$ cat src/design/mlp_4_4_1_sigmoid_inference_macros.svh
// ---------------------------------------------------------------------------
// mlp_4_4_1_sigmoid_inference_macros.svh
// Assertion macros shared by the perceptron inference block.
// ---------------------------------------------------------------------------
`ifndef MLP_4_4_1_SIGMOID_INFERENCE_MACROS_SVH
`define MLP_4_4_1_SIGMOID_INFERENCE_MACROS_SVH

// Same-cycle implication, sampled on clk, quiet while arst_n is low
`define MLP_ASSERT_NOW(lbl, ante, cons) \
	lbl: assert property (@(posedge clk) disable iff (!arst_n) (ante) |-> (cons)) \
		else $error("mlp441 check failed");

// Next-cycle implication, sampled on clk, quiet while arst_n is low
`define MLP_ASSERT_NEXT(lbl, ante, cons) \
	lbl: assert property (@(posedge clk) disable iff (!arst_n) (ante) |=> (cons)) \
		else $error("mlp441 check failed");

`endif

$ cat src/design/mlp441_pkg.sv
// ---------------------------------------------------------------------------
// mlp441_pkg
// Sizes, fixed-point formats, reset weight pattern and sigmoid table of the
// 4-4-1 perceptron inference block.
// ---------------------------------------------------------------------------
`timescale 1ns / 1ps

package mlp441_pkg;

	// Network shape and number formats
	localparam int FEAT_CNT    = 4;
	localparam int NUM_HIDDEN  = 4;
	localparam int FRAC_BITS   = 12;
	localparam int OUT_FRAC    = 16;
	localparam int WORD_W      = 16;
	localparam int STRIDE      = ((FEAT_CNT > NUM_HIDDEN) ? FEAT_CNT : NUM_HIDDEN) + 1;
	localparam int STORE_DEPTH = (NUM_HIDDEN + 1) * STRIDE;
	localparam int ADDR_W      = $clog2(STORE_DEPTH);
	localparam int SLOT_W      = $clog2(STRIDE);
	localparam int NEU_W       = $clog2(NUM_HIDDEN + 1);
	localparam int FEAT_SEL_W  = $clog2(FEAT_CNT);
	localparam int HID_SEL_W   = $clog2(NUM_HIDDEN);
	localparam int ACC_W       = 37;
	localparam int TABLE_SIZE  = 256;
	localparam int TAB_W       = $clog2(TABLE_SIZE);

	// Opcodes carried in tuser
	localparam logic OP_WRITE = 1'b0;
	localparam logic OP_INFER = 1'b1;

	// Reset pattern coefficients in Q.FRAC_BITS
	localparam int ONE_Q = 1 << FRAC_BITS;
	localparam int W0_Q  = ONE_Q / 2;
	localparam int DN_Q  = (ONE_Q + 50) / 100;
	localparam int DI_Q  = (ONE_Q + 100) / 200;
	localparam int B0_Q  = (ONE_Q + 5) / 10;

	// e^-1/32 and e^-1/16 in Q0.32
	localparam logic [63:0] EXP_HALF_STEP = 64'd4162825041;
	localparam logic [63:0] EXP_STEP      = 64'd4034748382;

	typedef logic [WORD_W-1:0] word_t;
	typedef logic [WORD_W-1:0] sig_tab_t [TABLE_SIZE];
	typedef logic [WORD_W-1:0] winit_t [STORE_DEPTH];

	// Request from the port logic to the sequencer
	typedef struct packed {
		logic                             start;
		logic                             take;
		logic [FEAT_CNT-1:0][WORD_W-1:0]  feat;
	} mlp_req_t;

	// Status from the sequencer back to the port logic
	typedef struct packed {
		logic        idle;
		logic        done;
		word_t       prediction;
	} mlp_rsp_t;

	// Weight store contents after reset
	function automatic winit_t build_winit();
		winit_t tab;
		int     w;
		for (int n = 0; n <= NUM_HIDDEN; n++) begin
			for (int i = 0; i < STRIDE - 1; i++) begin
				w = W0_Q + DN_Q * n - DI_Q * i;
				tab[n * STRIDE + i] = w[WORD_W-1:0];
			end
			w = B0_Q + DN_Q * n;
			tab[n * STRIDE + STRIDE - 1] = w[WORD_W-1:0];
		end
		return tab;
	endfunction

	// Sigmoid at bin centers, Q0.16; evaluated at elaboration only
	function automatic sig_tab_t build_sig_table();
		sig_tab_t    tab;
		logic [63:0] e;
		logic [63:0] d;
		logic [63:0] num;
		logic [63:0] rem;
		logic [63:0] q;
		logic [63:0] prod;
		logic [15:0] s;
		e = EXP_HALF_STEP;
		for (int k = 0; k < TABLE_SIZE / 2; k++) begin
			d   = (64'd1 << 32) + e;
			num = (64'd1 << 48) + (d >> 1);
			rem = '0;
			q   = '0;
			// restoring long division
			for (int b = 63; b >= 0; b--) begin
				rem = {rem[62:0], num[b]};
				if (rem >= d) begin
					rem  = rem - d;
					q[b] = 1'b1;
				end
			end
			s = (q > 64'd65535) ? 16'hFFFF : q[15:0];
			tab[TABLE_SIZE / 2 + k]     = s;
			tab[TABLE_SIZE / 2 - 1 - k] = 16'(17'h10000 - {1'b0, s});
			prod = e * EXP_STEP + (64'd1 << 31);
			e    = prod >> 32;
		end
		return tab;
	endfunction

	localparam winit_t   WINIT     = build_winit();
	localparam sig_tab_t SIG_TABLE = build_sig_table();

endpackage

$ cat src/design/mlp441_wmem.sv
// ---------------------------------------------------------------------------
// mlp441_wmem
// Weight store: one write port, one registered read port. Entries never
// written since reset read back as the reset weight pattern.
// ---------------------------------------------------------------------------
`timescale 1ns / 1ps
`include "mlp_4_4_1_sigmoid_inference_macros.svh"

module mlp441_wmem
	import mlp441_pkg::*;
(
	input  logic              clk,
	input  logic              arst_n,
	input  logic              we,
	input  logic [ADDR_W-1:0] waddr,
	input  word_t             wdata,
	input  logic              re,
	input  logic [ADDR_W-1:0] raddr,
	output word_t             rdata
);

	word_t                  mem_q [STORE_DEPTH];
	logic [STORE_DEPTH-1:0] valid_q;
	word_t                  rdata_q;

	// Written flags
	always_ff @(posedge clk or negedge arst_n) begin
		if (!arst_n) begin
			valid_q <= '0;
		end else if (we) begin
			valid_q[waddr] <= 1'b1;
		end
	end

	// Storage array
	always_ff @(posedge clk) begin
		if (we) begin
			mem_q[waddr] <= wdata;
		end
	end

	// Registered read, reset pattern for unwritten entries
	always_ff @(posedge clk) begin
		if (re) begin
			rdata_q <= valid_q[raddr] ? mem_q[raddr] : WINIT[raddr];
		end
	end

	assign rdata = rdata_q;

	`MLP_ASSERT_NOW(a_raddr_range, re, raddr < ADDR_W'(STORE_DEPTH))
	`MLP_ASSERT_NOW(a_no_rw_overlap, we, !re)

endmodule

$ cat src/design/mlp441_core.sv
// ---------------------------------------------------------------------------
// mlp441_core
// Sequencer and shared multiply-accumulate: streams weight words out of the
// store, accumulates one neuron at a time and maps sums through the sigmoid.
// ---------------------------------------------------------------------------
`timescale 1ns / 1ps
`include "mlp_4_4_1_sigmoid_inference_macros.svh"

module mlp441_core
	import mlp441_pkg::*;
(
	input  logic              clk,
	input  logic              arst_n,
	input  mlp_req_t          req,
	output mlp_rsp_t          rsp,
	output logic              re,
	output logic [ADDR_W-1:0] raddr,
	input  word_t             rdata
);

	localparam logic [2:0] ST_IDLE   = 3'd0;
	localparam logic [2:0] ST_RUN_H  = 3'd1;
	localparam logic [2:0] ST_WAIT_H = 3'd2;
	localparam logic [2:0] ST_RUN_O  = 3'd3;
	localparam logic [2:0] ST_WAIT_O = 3'd4;
	localparam logic [2:0] ST_DONE   = 3'd5;

	localparam logic [SLOT_W-1:0] FIRST_SLOT = '0;
	localparam logic [SLOT_W-1:0] BIAS_SLOT  = SLOT_W'(STRIDE - 1);
	localparam logic [NEU_W-1:0]  LAST_HID   = NEU_W'(NUM_HIDDEN - 1);
	localparam logic signed [ACC_W-1:0] HID_OFF = ACC_W'(64'sd1 <<< (2 * FRAC_BITS + 3));
	localparam logic signed [ACC_W-1:0] OUT_OFF =
		ACC_W'(64'sd1 <<< (FRAC_BITS + OUT_FRAC + 3));
	localparam int HID_SHIFT = 2 * FRAC_BITS - 4;
	localparam int OUT_SHIFT = FRAC_BITS + OUT_FRAC - 4;

	typedef struct packed {
		logic              outl;
		logic [NEU_W-1:0]  neuron;
		logic [SLOT_W-1:0] slot;
	} tag_t;

	logic [2:0]              state_q;
	logic [ADDR_W-1:0]       addr_q;
	logic [SLOT_W-1:0]       slot_q;
	logic [NEU_W-1:0]        neu_q;
	word_t                   feat_q [FEAT_CNT];
	word_t                   hid_q [NUM_HIDDEN];
	word_t                   pred_q;
	logic                    issue;
	logic                    v_s1, v_s2, v_s3;
	tag_t                    tag_s1, tag_s2, tag_s3;
	logic signed [ACC_W-1:0] term_s2;
	logic signed [ACC_W-1:0] acc_q;
	logic signed [ACC_W-1:0] sum_s3;

	logic signed [WORD_W:0]     opnd;
	logic signed [2*WORD_W:0]   prod;
	logic signed [ACC_W-1:0]    bias_term;
	logic signed [ACC_W-1:0]    lk_t;
	logic signed [ACC_W-1:0]    lk_sh;
	logic [TAB_W-1:0]           lk_idx;
	word_t                      lk_sig;
	logic                       hid_last_done;
	logic                       out_done;

	assign issue = (state_q == ST_RUN_H) || (state_q == ST_RUN_O);
	assign re    = issue;
	assign raddr = addr_q;

	assign hid_last_done = v_s3 && !tag_s3.outl && (tag_s3.neuron == LAST_HID);
	assign out_done      = v_s3 && tag_s3.outl;

	// Sequencer and read address walk
	always_ff @(posedge clk or negedge arst_n) begin
		if (!arst_n) begin
			state_q <= ST_IDLE;
			addr_q  <= '0;
			slot_q  <= '0;
			neu_q   <= '0;
		end else begin
			if (issue) begin
				addr_q <= addr_q + 1'b1;
				if (slot_q == BIAS_SLOT) begin
					slot_q <= FIRST_SLOT;
					neu_q  <= neu_q + 1'b1;
				end else begin
					slot_q <= slot_q + 1'b1;
				end
			end
			case (state_q)
				ST_IDLE: begin
					if (req.start) begin
						addr_q  <= '0;
						slot_q  <= FIRST_SLOT;
						neu_q   <= '0;
						state_q <= ST_RUN_H;
					end
				end
				ST_RUN_H: begin
					if (slot_q == BIAS_SLOT && neu_q == LAST_HID) begin
						state_q <= ST_WAIT_H;
					end
				end
				ST_WAIT_H: begin
					if (hid_last_done) begin
						state_q <= ST_RUN_O;
					end
				end
				ST_RUN_O: begin
					if (slot_q == BIAS_SLOT) begin
						state_q <= ST_WAIT_O;
					end
				end
				ST_WAIT_O: begin
					if (out_done) begin
						state_q <= ST_DONE;
					end
				end
				ST_DONE: begin
					if (req.take) begin
						state_q <= ST_IDLE;
					end
				end
				default: begin
					state_q <= ST_IDLE;
				end
			endcase
		end
	end

	// Feature latch
	always_ff @(posedge clk) begin
		if (state_q == ST_IDLE && req.start) begin
			for (int i = 0; i < FEAT_CNT; i++) begin
				feat_q[i] <= req.feat[i];
			end
		end
	end

	// Pipeline valids
	always_ff @(posedge clk or negedge arst_n) begin
		if (!arst_n) begin
			v_s1 <= 1'b0;
			v_s2 <= 1'b0;
			v_s3 <= 1'b0;
		end else begin
			v_s1 <= issue;
			v_s2 <= v_s1;
			v_s3 <= v_s2 && (tag_s2.slot == BIAS_SLOT);
		end
	end

	// Stage 1: weight word is back, multiply by feature or hidden value, or scale a bias word
	always_comb begin
		if (tag_s1.outl) begin
			opnd = $signed({1'b0, hid_q[tag_s1.slot[HID_SEL_W-1:0]]});
		end else begin
			opnd = $signed({feat_q[tag_s1.slot[FEAT_SEL_W-1:0]][WORD_W-1],
				feat_q[tag_s1.slot[FEAT_SEL_W-1:0]]});
		end
		prod = (2*WORD_W+1)'($signed(rdata)) * (2*WORD_W+1)'(opnd);
		if (tag_s1.outl) begin
			bias_term = ACC_W'($signed(rdata)) <<< OUT_FRAC;
		end else begin
			bias_term = ACC_W'($signed(rdata)) <<< FRAC_BITS;
		end
	end

	always_ff @(posedge clk) begin
		tag_s1.outl   <= (state_q == ST_RUN_O);
		tag_s1.neuron <= neu_q;
		tag_s1.slot   <= slot_q;
		tag_s2        <= tag_s1;
		term_s2       <= (tag_s1.slot == BIAS_SLOT) ? bias_term : ACC_W'(prod);
	end

	// Stage 2: accumulate, hand the finished neuron sum on
	always_ff @(posedge clk) begin
		if (v_s2) begin
			if (tag_s2.slot == FIRST_SLOT) begin
				acc_q <= term_s2;
			end else begin
				acc_q <= acc_q + term_s2;
			end
			if (tag_s2.slot == BIAS_SLOT) begin
				sum_s3 <= acc_q + term_s2;
				tag_s3 <= tag_s2;
			end
		end
	end

	// Stage 3: sigmoid table index, saturated to the table range
	always_comb begin
		lk_t = sum_s3 + (tag_s3.outl ? OUT_OFF : HID_OFF);
		if (tag_s3.outl) begin
			lk_sh = lk_t >>> OUT_SHIFT;
		end else begin
			lk_sh = lk_t >>> HID_SHIFT;
		end
		if (lk_t[ACC_W-1]) begin
			lk_idx = '0;
		end else if (|lk_sh[ACC_W-1:TAB_W]) begin
			lk_idx = '1;
		end else begin
			lk_idx = lk_sh[TAB_W-1:0];
		end
		lk_sig = SIG_TABLE[lk_idx];
	end

	always_ff @(posedge clk) begin
		if (v_s3 && !tag_s3.outl) begin
			hid_q[tag_s3.neuron[HID_SEL_W-1:0]] <= lk_sig;
		end
		if (out_done) begin
			pred_q <= lk_sig;
		end
	end

	assign rsp.idle       = (state_q == ST_IDLE);
	assign rsp.done       = (state_q == ST_DONE);
	assign rsp.prediction = pred_q;

	`MLP_ASSERT_NOW(a_out_sum_while_waiting, out_done, state_q == ST_WAIT_O)
	`MLP_ASSERT_NOW(a_hid_sum_while_waiting, hid_last_done, state_q == ST_WAIT_H)
	`MLP_ASSERT_NOW(a_idle_pipe_empty, state_q == ST_IDLE, !v_s1 && !v_s2 && !v_s3)

endmodule

$ cat src/design/mlp_4_4_1_sigmoid_inference.sv
// ---------------------------------------------------------------------------
// mlp_4_4_1_sigmoid_inference
// 4-input, 4-hidden, 1-output perceptron forward pass with sigmoid outputs
// and a programmable decision threshold.
// ---------------------------------------------------------------------------
// An item is accepted only while the block is idle, and after an inference
// item no new item is accepted until its result has moved to the output
// register. The 25 weight words of an inference are read one per cycle
// through the single read port of the weight store and folded through one
// shared multiply-accumulate, with a short drain after the hidden layer and
// after the output neuron. A weight write item produces no result. A finished
// result sits in the output register while the next item is already being
// processed. The weight store needs no clearing pass: it comes out of reset
// holding its default pattern.
`timescale 1ns / 1ps
`include "mlp_4_4_1_sigmoid_inference_macros.svh"

module mlp_4_4_1_sigmoid_inference
	import mlp441_pkg::*;
(
	input  logic        clk,
	input  logic        arst_n,
	// item in
	input  logic        s_tvalid,
	output logic        s_tready,
	input  logic [87:0] s_tdata,  // weight_index[4:0], weight_value[20:5], feature_0[36:21],
	                              // feature_1[52:37], feature_2[68:53], feature_3[84:69]
	input  logic [0:0]  s_tuser,  // opcode[0]
	// result out
	output logic        m_tvalid,
	input  logic        m_tready,
	output logic [23:0] m_tdata,  // prediction[15:0], decision[16]
	// threshold register write
	input  logic        cfg_valid,
	output logic        cfg_ready,
	input  logic [15:0] cfg_data
);

	logic              in_acc;
	logic              wr_en;
	logic [ADDR_W-1:0] wr_addr;
	mlp_req_t          req;
	mlp_rsp_t          rsp;
	logic              rd_en;
	logic [ADDR_W-1:0] rd_addr;
	word_t             rd_data;
	word_t             thr_q;
	logic              m_valid_q;
	word_t             pred_q;
	logic              dec_q;
	logic              out_free;

	assign s_tready = rsp.idle;
	assign in_acc   = s_tvalid && s_tready;
	assign wr_addr  = s_tdata[ADDR_W-1:0];
	assign wr_en    = in_acc && (s_tuser[0] == OP_WRITE) && (wr_addr < ADDR_W'(STORE_DEPTH));

	// Requests toward the sequencer
	assign out_free  = !m_valid_q || m_tready;
	assign req.start = in_acc && (s_tuser[0] == OP_INFER);
	assign req.take  = rsp.done && out_free;
	assign req.feat[0] = s_tdata[36:21];
	assign req.feat[1] = s_tdata[52:37];
	assign req.feat[2] = s_tdata[68:53];
	assign req.feat[3] = s_tdata[84:69];

	mlp441_wmem u_wmem (
		.clk    (clk),
		.arst_n (arst_n),
		.we     (wr_en),
		.waddr  (wr_addr),
		.wdata  (s_tdata[20:5]),
		.re     (rd_en),
		.raddr  (rd_addr),
		.rdata  (rd_data)
	);

	mlp441_core u_core (
		.clk    (clk),
		.arst_n (arst_n),
		.req    (req),
		.rsp    (rsp),
		.re     (rd_en),
		.raddr  (rd_addr),
		.rdata  (rd_data)
	);

	// Threshold register
	assign cfg_ready = 1'b1;

	always_ff @(posedge clk or negedge arst_n) begin
		if (!arst_n) begin
			thr_q <= 16'h8000;
		end else if (cfg_valid && cfg_ready) begin
			thr_q <= cfg_data;
		end
	end

	// Output register
	always_ff @(posedge clk or negedge arst_n) begin
		if (!arst_n) begin
			m_valid_q <= 1'b0;
		end else if (req.take) begin
			m_valid_q <= 1'b1;
		end else if (m_tready) begin
			m_valid_q <= 1'b0;
		end
	end

	always_ff @(posedge clk) begin
		if (req.take) begin
			pred_q <= rsp.prediction;
			dec_q  <= (rsp.prediction > thr_q);
		end
	end

	assign m_tvalid = m_valid_q;
	assign m_tdata  = {7'd0, dec_q, pred_q};

	`MLP_ASSERT_NEXT(a_infer_goes_busy, req.start, !s_tready)

endmodule

$ cat config.mk
export PLATFORM = sky130hd
export DESIGN_NAME = mlp_4_4_1_sigmoid_inference
export DESIGN_NICKNAME = d
export VERILOG_FILES = /design/src/design/mlp441_pkg.sv /design/src/design/mlp441_wmem.sv /design/src/design/mlp441_core.sv /design/src/design/mlp_4_4_1_sigmoid_inference.sv
export VERILOG_INCLUDE_DIRS = /design/src /design/src/design
export SDC_FILE = /design/constraint.sdc
export NUM_CORES = 2
export LEC_CHECK = 0
export BUFFER_PORTS_ARGS = -buffer_cell sky130_fd_sc_hd__buf_2
export CAP_MARGIN = 20
export CELL_PAD_IN_SITES_DETAIL_PLACEMENT = 1
export CELL_PAD_IN_SITES_GLOBAL_PLACEMENT = 2
export CORE_MARGIN = 2
export CORE_UTILIZATION = 45
export CTS_BUF_LIST = sky130_fd_sc_hd__clkbuf_16
export CTS_CLUSTER_DIAMETER = 200
export CTS_CLUSTER_SIZE = 8
export DETAILED_ROUTE_END_ITERATION = 12
export PLACE_DENSITY = 0.89
export SLEW_MARGIN = 5
export SYNTH_ARGS = -nofsm -noshare
export SYNTH_HDL_FRONTEND = slang
export SYNTH_HIERARCHICAL = 1
export SYNTH_SLANG_ARGS = --single-unit
$ cat constraint.sdc
create_clock -name clk -period 14.51 [get_ports clk]
set_clock_uncertainty 0.05 [all_clocks]
set_input_delay 0.7255 -clock clk [delete_from_list [all_inputs] [get_ports clk]]
set_output_delay 0.7255 -clock clk [all_outputs]
set_load 0.03 [all_outputs]
Word level (Yosys, flattened, before mapping)
Memory sizes are Yosys's and may differ from the RTL's. A register that Yosys moved wholly into a read port is not among the register bits. Index checks and enable logic that the tools add are counted.

Flip-flop bits (word level): 237. Latch bits: 0. Memory bits (writable): 528. ROM bits: 4608. Word-level logic and storage cells: 128. Memories: 5.

Memory list: (no name shown) (depth 256, bits a word 16, rd ports 1, clocked after memory_dff 0, write ports 0, RTL line mlp441_core.sv:208) `lk_sig = SIG_TABLE[lk_idx];`; (no name shown) (depth 32, bits a word 16, rd ports 1, clocked after memory_dff 0, write ports 0, RTL line mlp441_wmem.sv:45) `rdata_q <= valid_q[raddr] ? mem_q[raddr] : WINIT[raddr];`; u_wmem.mem_q (depth 25, bits a word 16, rd ports 1, clocked after memory_dff 0, write ports 1, RTL line mlp441_wmem.sv:22) `word_t mem_q [STORE_DEPTH];`; u_core.feat_q (depth 4, bits a word 16, rd ports 1, clocked after memory_dff 1, write ports 4, RTL line mlp441_core.sv:47) `word_t feat_q [FEAT_CNT];`; u_core.hid_q (depth 4, bits a word 16, rd ports 1, clocked after memory_dff 1, write ports 1, RTL line mlp441_core.sv:48) `word_t hid_q [NUM_HIDDEN];`.

Add/sub/neg operators: 5. Multiply operators: 1. Div/mod/pow operators: 0. Magnitude comparators: 7. Eq/ne operators: 16. Shifts and indexed selects: 0. Multiplexer cells: 43. Bitwise logic cells: 4. Reductions and logical operators: 22.

Operators by type and width (count): $mux W16 (6); $mux W37 (2); $mux W3 (14); $add A37 B33 Y37 (1); $add A37 B37 Y37 (1); $mul A16 B17 Y33 (1); $mux W32 (1); $mux W31 (1); $reduce_or A29 Y1 (1); $or A25 B25 Y25 (1); $pmux W3 S6 (1); $mux W17 (1); $gt A16 B16 Y1 (1); $mux W8 (2); $eq A3 B3 Y1 const B (5); $mux W5 (3); $eq A3 B2 Y1 const B (4); $logic_and A1 B1 Y1 (12); $lt A5 B6 Y1 const B (2); $mux W1 (10); $ge A9 B9 Y1 const B (1); $not A8 Y9 (1); $add A3 B1 Y3 const B (2); $ge A6 B6 Y1 const B (1); 16 further kinds (23).

Logic depth before layout (Yosys ltp)
Word-level depth: 10. Gate-level depth with buffers: 28. Gate-level depth less buffers: 25.

Modules after synthesis
Netlist, hierarchy kept.

By module, submodules not included: mlp441_core (instances 1, cells an instance 2861, area each 27218.6 um^2); mlp441_wmem (instances 1, cells an instance 980, area each 17658.2 um^2); mlp_4_4_1_sigmoid_inference (instances 1, cells an instance 141, area each 1617.8 um^2).

Least setup slack after synthesis
No wires, ideal clock.

Path type: flip-flop to flip-flop. Start point: register u_core/tag_s1[0] (netlist name). End point: register u_core.term_s2[30]. Data arrival time: 7.840 ns. Path slack: 6.504 ns. Stages on the path, launching flop included: 27. Period minus slack after synthesis: 8.006 ns. Path through: dfxtp_1 clkbuf_1 buf_1 mux4_2 mux2_2 clkbuf_1 and2_1 fa_1 inv_1 fa_1 inv_1 fa_1 fa_1 fa_1 inv_1 fa_1 inv_1 ha_1 a21o_1 a2111oi_0 o21bai_1 a21o_1 a31oi_1 a21oi_1 o31a_1 or3_1 a31o_2.

RTL lines: from (decl) (RTL line mlp441_core.sv:52) `tag_t tag_s1, tag_s2, tag_s3;`; to (signal assigned) (RTL line mlp441_core.sv:175) `term_s2 <= (tag_s1.slot == BIAS_SLOT) ? bias_term : ACC_W'(prod);`; to (decl) (RTL line mlp441_core.sv:53) `logic signed [ACC_W-1:0] term_s2;`.

==> impl_metrics.tcl <==
set metrics [dict create \
    status "finished clean" \
    hold_violations 0 \
    setup_tns_ns 0 \
    synth.avg_cell_area_sq_um 11.7 \
    synthArstFlopShare_pct 7.96 \
    place_hpwl_mm 104 \
    drv_slew 0 \
    fin_crit_ns 9.11 \
    wl_mm 157 \
    grt_pass1_vias 36600 \
    via_count 34300 \
    drtPass1Iterations 5 \
    boundaryPins 137 \
    syn_area_sq_um 46500 \
    insertion_delay_ns 0.73 \
    rr_worst_depth 26 \
    slew_headroom_pct 17.9 \
    drc 0 \
    ant_nets 0 \
    clock-sinks 741 \
    path_clk_slew_ns 0.06 \
    root_buffer "clkbuf_16" \
    numPlacedInstances 5335 \
    stdcell_count 5518 \
    cp-start-kind "flop" \
    nFillCells 10700 \
    port_buffers 125 \
    drive_gt1_share_pct 14.2 \
    dieArea_sq_um 106000 \
    synth_top_cell_area_share_pct 41.0 \
    finalSetupViolCount 0 \
    r2r_setup_slack_ns 5.40 \
    nets 4633 \
    use_met1_pct 39.7 \
    ys_seq_area_share_pct 46.2 \
    tightestPinTransition_ns 1.22 \
    die_x_um 325 \
    die_h_um 325 \
    drtIter0Drc 3248 \
    ys_types 105 \
    cp_max_fo 30 \
    grt.total_usage_pct 29.5 \
    antenna_found_initial 9 \
    cap_violations 0 \
    synth-main-ff-cell "edfxtp_1" \
    multiInputGateArea_sq_um 22500 \
    grt_start_max_net_pins 76 \
    rsz0062_at_grt "false" \
    grt_pass1_wl_mm 236 \
    cts-resized-gates 0 \
    cts.path.max_buffers 3 \
    cts_tree "built" \
    busiest_layer "met2" \
    cts_buffers 103 \
    htreeDepth 3 \
    cp-end-kind "flop" \
    synth_warnings 6 \
    whs_endpoint "u_core/feat_q[3][8]" \
    worstReg2RegEnd "u_core/term_s2[30]" \
    seqCellArea_sq_um 21500 \
    start_util_pct 45.5 \
    avgViaCountPerCell 6.21 \
    num_rows 117 \
    synth-edff-count 635 \
    cp.required_ns 15.03 \
    place_congestion 0.947 \
    overflow 0 \
    use_met2_pct 46.9 \
    min_from "s_tdata[77]" \
    syn_inst 3982 \
    fmax_mhz 110 \
    arrival_ns 9.63 \
    hp-class "input pin to flop" \
    cts_setup_buffers 0 \
    use_met3_pct 6.81 \
    hold-path-cell-count 1 \
    postCtsHoldBufs 0 \
    wl_per_cell_um 28.5 \
    synth_seq_cells 741 \
    synth_area_leader_cell "edfxtp_1" \
    path_class "flop to flop" \
    period_share_pct 62.8 \
    r2r-start "u_core/tag_s1[0]" \
    syn2layout_area_growth_pct 11.1 \
    synth.area.top_cells "edfxtp_1 (41%), fa_1 (12%), mux4_2 (5.0%)" \
    core_sq_um 102000 \
]
==> routing by layer <==
layer | up-vias | part of all wire [%] | wire [um]
li1 | 14500 | - | -
met1 | 17700 | 41 | 64400
met2 | 1654 | 47 | 73200
met3 | 413 | 8.7 | 13600
met4 | 4 | 3.7 | 5840
met5 | - | 0.018 | 29
==> cells in the mapped netlist, types with 47 or more instances <==
cell type,n
a21oi_1,198
and2_1,113
clkbuf_1,148
dfrtp_1,58
dfxtp_1,47
edfxtp_1,635
fa_1,277
ha_1,171
inv_1,386
mux2i_1,65
mux4_2,104
nand2_1,371
nand3_1,68
nor2_1,216
nor2b_1,53
nor3_1,53
o21ai_0,138
==> sequential cells by signal, summed over array words and instances, names as in the netlist, 17 cells and up <==
register        flops
u_wmem/valid_q     25
u_core/sum_s3      17
u_core/hid_q       64
u_wmem/mem_q      400
u_core/feat_q      64
u_core/acc_q       37
u_core/term_s2     33
==> metrics by stage <==
stage / utilization (%) / worst slack [ns] / hold slack (ns) / cell area (sq um)
6_report: 50.6 / 5.40 / 0.119 / 51700
3_5_place_dp: 47.6 / 5.50 / 0.264 / 48600
3_3_place_gp: 47.6 / 5.58 / 0.260 / 48600
5_1_grt: 50.6 / 5.06 / 0.0926 / 51700
2_1_floorplan: - / 6.50 / 0.260 / 46500
4_1_cts: 50.5 / 5.44 / 0.0761 / 51600
==> cell type report <==
type,count,area share (%)
Multi-Input combinational cell,2611,43.6
Clock inverter,75,0.828
Sequential cell,741,41.6
Tap cell,1368,3.31
Antenna cell,1,0.00484
Timing Repair Buffer,228,2.72
Clock buffer,104,5.04
Inverter,390,2.83
==> logic make-up (layout without fill, tap and decap cells) <==
family | count (synthesis) | count (layout) | synth area share, %
compound gates | 825 | 825 | 12.1
xor+xnor | 66 | 66 | 1.27
fa+ha+maj | 448 | 448 | 16.5
buf+inv | 636 | 797 | 5.56
flops | 741 | 741 | 46.2
mux | 211 | 211 | 7.46
other cells | 2 | 9 | 0.0162
simple gates | 1053 | 1053 | 10.9
==> layout by cell type, fill, tap and decap left out, types with 42 or more instances in the layout <==
master	Yosys	routed
mux2i_1	65	63
inv_1	386	453
nand2_1	371	371
buf_4	22	100
dfrtp_1	58	54
buf_2	43	125
a21oi_1	198	196
ha_1	171	171
o21ai_0	138	137
a211oi_1	42	42
clkbuf_16	0	104
nor2_1	216	197
edfxtp_1	635	635
and2_1	113	112
fa_1	277	277
nand3_1	68	68
nor3_1	53	51
nor2b_1	53	53
mux4_2	104	104
dfxtp_1	47	44
==> worst max-delay path, stage by stage (launching register included) <==
cell	delay, ns
dfxtp_2	0.45
buf_4	0.58
mux4_2	0.68
nor2b_1	0.18
buf_4	0.23
a21o_1	0.40
and2_1	0.29
fa_1	0.47
inv_1	0.05
fa_1	0.50
inv_1	0.06
fa_1	0.56
fa_1	0.45
fa_1	0.54
inv_1	0.05
fa_1	0.52
inv_1	0.04
ha_1	0.38
a21o_1	0.23
a2111oi_0	0.59
o21bai_1	0.15
a21o_1	0.20
a31oi_1	0.22
a21oi_1	0.17
o31a_1	0.31
or3_1	0.30
a31o_2	0.25
==> worst max path at each step <==
stage                          start                 end  depth (start not counted)
CTS                 u_core/tag_s1[0]  u_core/term_s2[30]                         26
detailed placement  u_core/tag_s1[0]  u_core/term_s2[30]                         26
global route        u_core/tag_s1[0]  u_core/term_s2[30]                         26
global placement    u_core/tag_s1[0]  u_core/term_s2[30]                         26
floorplan           u_core/tag_s1[0]  u_core/term_s2[30]                         26
finish              u_core/tag_s1[0]  u_core/term_s2[30]                         26
Power is left out: the tool's default activity adds up to more than one toggle a clock period on the data nets, which glitch-free logic cannot reach.
